## src/hdl/stsc_pkg.sv

```systemverilog
package stsc_pkg;

    // Sequence and table sizing
    localparam int MAX_LEN      = 1024;
    localparam int TABLE_DEPTH  = 2048;   // power of two: home slot is the low key bits
    localparam int SAMPLE_WIDTH = 16;     // bits of the sample used as a signed value

    // Field and state widths
    localparam int SAMPLE_IN_W  = 16;
    localparam int PREFIX_W     = 26;
    localparam int TARGET_W     = 27;
    localparam int TOTAL_W      = 20;
    localparam int TALLY_W      = 11;
    localparam int TAG_W        = 8;      // sequence epoch stored with each entry
    localparam int OUT_DATA_W   = 24;
    localparam int SLOT_W       = $clog2(TABLE_DEPTH);
    localparam int ITEMS_W      = $clog2(MAX_LEN + 1);

    // One table slot; the entry is live only when tag equals the current epoch
    typedef struct packed {
        logic [TAG_W-1:0]    tag;
        logic [TALLY_W-1:0]  tally;
        logic [PREFIX_W-1:0] key;
    } t_entry;

    // Search result handed from the probe unit to the sequencer
    typedef struct packed {
        logic done;
        logic hit;
        logic full;
    } t_probe_rsp;

    // Home slot of a key: its low 11 bits, which is the key modulo the table depth
    function automatic logic [SLOT_W-1:0] home_slot(input logic [PREFIX_W-1:0] key);
        return key[SLOT_W-1:0];
    endfunction

endpackage

```

## src/hdl/stsc_probe.sv

```systemverilog
module stsc_probe (
    input  logic                          i_clk,
    input  logic                          i_rst_n,
    input  logic                          i_start,
    input  logic [stsc_pkg::PREFIX_W-1:0] i_key,
    input  logic [stsc_pkg::TAG_W-1:0]    i_epoch,
    input  stsc_pkg::t_entry              i_rd_entry,
    output logic [stsc_pkg::SLOT_W-1:0]   o_rd_addr,
    output logic [stsc_pkg::SLOT_W-1:0]   o_slot,
    output logic [stsc_pkg::TALLY_W-1:0]  o_tally,
    output stsc_pkg::t_probe_rsp          o_rsp
);
    import stsc_pkg::*;

    logic                r_busy, n_busy;
    logic [SLOT_W-1:0]   r_slot, n_slot;
    logic [SLOT_W-1:0]   r_cnt, n_cnt;
    logic [PREFIX_W-1:0] r_key;
    logic [TALLY_W-1:0]  r_tally;
    t_probe_rsp          r_rsp, n_rsp;

    logic w_free, w_match, w_last_try;

    // Read data always belongs to r_slot: the address issued is the next slot
    assign w_free     = (i_rd_entry.tag != i_epoch);
    assign w_match    = !w_free && (i_rd_entry.key == r_key);
    assign w_last_try = (r_cnt == SLOT_W'(TABLE_DEPTH - 1));

    // Linear probe: one slot checked per cycle
    always_comb begin
        n_busy = r_busy;
        n_slot = r_slot;
        n_cnt  = r_cnt;
        n_rsp  = '0;
        if (i_start) begin
            n_busy = 1'b1;
            n_slot = home_slot(i_key);
            n_cnt  = '0;
        end else if (r_busy) begin
            if (w_free || w_match || w_last_try) begin
                n_busy     = 1'b0;
                n_rsp.done = 1'b1;
                n_rsp.hit  = w_match;
                n_rsp.full = !w_free && !w_match;
            end else begin
                // wraps at the table end since the depth is a power of two
                n_slot = r_slot + 1'b1;
                n_cnt  = r_cnt + 1'b1;
            end
        end
    end

    always_ff @(posedge i_clk) begin
        if (!i_rst_n) begin
            r_busy <= 1'b0;
            r_slot <= '0;
            r_cnt  <= '0;
            r_rsp  <= '0;
        end else begin
            r_busy <= n_busy;
            r_slot <= n_slot;
            r_cnt  <= n_cnt;
            r_rsp  <= n_rsp;
        end
    end

    // Search key and tally of the slot last checked
    always_ff @(posedge i_clk) begin
        if (i_start) begin
            r_key <= i_key;
        end
        if (r_busy) begin
            r_tally <= i_rd_entry.tally;
        end
    end

    assign o_rd_addr = n_slot;
    assign o_slot    = r_slot;
    assign o_tally   = r_tally;
    assign o_rsp     = r_rsp;

endmodule

```

## config.mk

```make
export PLATFORM = sky130hd
export DESIGN_NAME = stsc_probe
export DESIGN_NICKNAME = d
export VERILOG_FILES = /design/src/hdl/stsc_pkg.sv /design/src/hdl/stsc_probe.sv
export SDC_FILE = /design/constraint.sdc
export NUM_CORES = 1
export LEC_CHECK = 0
export BUFFER_PORTS_ARGS = -buffer_cell sky130_fd_sc_hd__buf_2
export CAP_MARGIN = 20
export CORE_AREA = 8 8 107 84
export DETAILED_ROUTE_END_ITERATION = 8
export DIE_AREA = 0 0 115 92
export PLACE_DENSITY = 0.73
export SYNTH_ARGS = -nofsm -noshare
export SYNTH_HDL_FRONTEND = slang
export SYNTH_SLANG_ARGS = --single-unit
export TNS_END_PERCENT = 50
```

## constraint.sdc

```tcl
create_clock -name i_clk -period 2.8 [get_ports i_clk]
set_input_delay 0.28 -clock i_clk [delete_from_list [all_inputs] [get_ports i_clk]]
set_output_delay 0.28 -clock i_clk [all_outputs]
set_load 0.005 [all_outputs]
```

==> summary.txt <==
Run status
  – Status: finished clean

Global routing
  – GRT Overall Usage: 15.42%
  – Largest net degree at the start of global routing: 40
  – Vias in the first global route: 2609
  – Congestion Overflow GR: 0
  – First-pass GRT wire length: 12.78 mm
  – Initial antenna violation count: 0

Routing
  – DRT Pass-1 Iters: 4
  – Vias per cell: 5.125
  – Drt initial violations: 132
  – # DRC: 0
  – Remaining antenna violation count: 0
  – Avg WL per Cell: 15.69 um
  – Total Routed Length: 8.157 mm
  – Via count: 2665

Clock tree
  – CTS Buf Count: 9
  – Root Driver: clkbuf_8
  – CTS tree: yes
  – Longest Clk Path Bufs: 2
  – Total clock sinks: 63
  – Clock Latency Late Sink: 0.35 ns
  – H-tree levels: 3
  – CTS clk-pin slew, worst paths: 0.08 ns

Synth
  – Top cell type's share of synthesized area: 34.85%
  – Netlist cell types: 58
  – Syn_area_per_cell: 11.19 um2
  – Ys flop type: edfxtp_1
  – Synth area leaders: edfxtp_1 35%, dfxtp_1 16%, xor2_1 9.3%, nand2_1 2.6%, mux2i_1 2.5%
  – Async set-or-reset flop fraction in the synthesized netlist: 0%
  – Syn Std Cell Area: 0.003188 mm2
  – Syn Nets: 369
  – Post-synth EDFFs: 37
  – Cells after Synth: 285
  – Ys Warns: 0
  – Sequential share of the synthesized area: 51.18%
  – Largest area contributor in the netlist: edfxtp_1
  – Register bit total from synthesis: 63

Hold path
  – HP Start: i_key[23]
  – Worst hold endpoint: r_key[23]
  – HP Class: in2reg
  – Hold path depth: 1

Final layout
  – Layout overhead on the synthesized area: 30.02%
  – NumNets Final: 498
  – Commonest cells after routing, fill and taps aside: 117 x buf_2, 37 x edfxtp_1, 34 x xor2_1
  – N_diodes: 0
  – Fillers: 647
  – Commonest non-fill, non-tap cell in the layout: buf_2
  – Share of cells above drive strength 1: 42.00%

Floorplan
  – Core area: 0.007229 mm2
  – Initial core utilization: 44.10%
  – # IOs: 118
  – Die height: 92 um
  – Die area: 0.01058 mm2
  – Die W: 115 um
  – Num rows: 27

Timing
  – Setup violations, final: 0
  – Hold Vio Cnt, Final: 0
  – Slew margin rel.: 60.10%
  – Minimum clock period: 2.661 ns
  – Setup TNS: 0 ns
  – Setup Skew: 0.01253 ns
  – Fmax achieved: 375.9 MHz
  – Max Slew Vio Count: 0
  – Hold slack final: 0.1017 ns
  – Tcrit/Tclk final: 95.02%
  – Worst-Margin Slew: 0.5963 ns

Setup path
  – Worst flop-to-flop path endpoint: o_slot[1]
  – Required time of the critical path: 2.52 ns
  – CP Data Arrival Time: 2.38 ns
  – Reg2Reg Depth: 6
  – Critical path class: reg2out
  – Maximum fanout along the worst path: 4
  – Crit. End Element: primary output
  – Reg2reg start: r_key[20]
  – Setup slack, reg-to-reg: 0.78 ns
  – Startpoint class of the critical path: register

Placed design
  – Post-DP HPWL: 6.256 mm
  – GP Congestion: 0.8242
  – IO Port Bufs: 117

Flow run
  – Max_cap viols: 0

Power and ir drop
  – Pleak: 1.768 nW
  – Max VDD drop: 279.5 uV
  – Power per cell area: 490.2 mW/mm2
worst max-delay path: stages, from the launching register on:
cell	delay [ns]
edfxtp_1	0.39
xor2_1	0.18
nor4_2	0.37
and3_2	0.34
a21boi_2	0.10
and3_1	0.17
a311o_2	0.35
buf_2	0.13
per-layer routing:
| metal | part of all wire, % | vias up | GRT usage [%] |
|---|---|---|---|
| met5 | 0 | - | 0 |
| li1 | - | 1321 | - |
| met3 | 10 | 6 | 6.090 |
| met1 | 45 | 1224 | 19.58 |
| met4 | 0.80 | 0 | 5.453 |
| met2 | 44 | 114 | 23.26 |
power breakdown:
part / leakage (nW) / switching (mW) / internal, mW / total [mW]
Sequential: 0.570 / 0.0312 / 1.04 / 1.07
Clock: 0.0894 / 0.372 / 0.321 / 0.693
Combinational: 1.11 / 0.140 / 0.132 / 0.272
Total: 1.77 / 0.543 / 1.49 / 2.03
what timing repair did:
action	4_1_cts	5_1_grt
pin swaps	1	3
resized for setup	0	11
hold endpoints to repair	0	0
buffers inserted	1	2
cloned	0	0
setup endpoints to repair	1	11
hold buffers	0	0
worst max path at each step:
stage,endpoint,startpoint,cells past startpoint,slack (ns)
2_1_floorplan,o_rd_addr[5],r_cnt[0],7,0.71
3_3_place_gp,o_rd_addr[5],i_epoch[3],8,0.43
3_5_place_dp,o_rd_addr[5],i_epoch[3],8,0.39
4_1_cts,o_rd_addr[0],r_cnt[0],8,0.01
5_1_grt,o_rd_addr[6],r_key[11],8,-0.01
6_report,o_rd_addr[6],r_key[20],7,0.14
cell families (layout without fill, tap and decap cells):
group | Yosys count | after routing | synth area share [%]
adders and majority gates | 2 | 2 | 0.7848
buffers and inverters | 17 | 151 | 2.904
xor gates and xnor gates | 35 | 35 | 9.616
DFF | 63 | 63 | 51.18
AOI/OAI and AO/OA | 43 | 43 | 11.11
muxes | 11 | 11 | 3.689
and+or+nand+nor | 114 | 114 | 20.72
cell usage after synthesis (3+ instances only):
cell type and n:
edfxtp_1 37, xor2_1 34, dfxtp_1 26, nand2_1 22, nor2_1 18, nand3_1 13
and3_1 10, inv_1 8, mux2i_1 8, nor4_1 8, nor2b_1 7, a21oi_1 6
and2_1 5, or3_1 5, a21oi_2 4, a31oi_1 4, clkbuf_1 4, nor3_1 4
a211oi_1 3, a21o_1 3, and4_1 3, nand2b_1 3, nand4_1 3, o21ai_0 3
cell type report:
class / count / area, um2 / share of cell area (%)
well taps: 101 / 126.4 / 3.049
clock inverters: 7 / 48.80 / 1.177
inverters: 9 / 33.78 / 0.8150
multi-input cells: 205 / 1528 / 36.85
flip-flops and latches: 63 / 1632 / 39.36
repair buffers: 126 / 653.1 / 15.76
clock buffers: 9 / 123.9 / 2.988
registers in the layout, indices dropped and copies added (netlist names):
| register | cells |
|---|---|
| o_slot | 11 |
| r_busy | 1 |
| o_tally | 11 |
| o_rsp | 3 |
| r_key | 26 |
| r_cnt | 11 |
metrics by stage:
| stage | instance area (um2) | power, mW | setup slack [ns] | util, % | cells |
|---|---|---|---|---|---|
| global placement | 3886 | 1.339 | 0.4296 | 53.76 | 501 |
| floorplan | 3188 | 1.208 | 0.7060 | - | 285 |
| finish | 4145 | 2.032 | 0.1394 | 57.34 | 520 |
| global route | 4145 | 2.140 | -0.01158 | 57.34 | 520 |
| detailed placement | 3886 | 1.348 | 0.3924 | 53.76 | 501 |
| CTS | 4066 | 2.052 | 0.01021 | 56.25 | 518 |
Power figures use the tool's default switching activity.
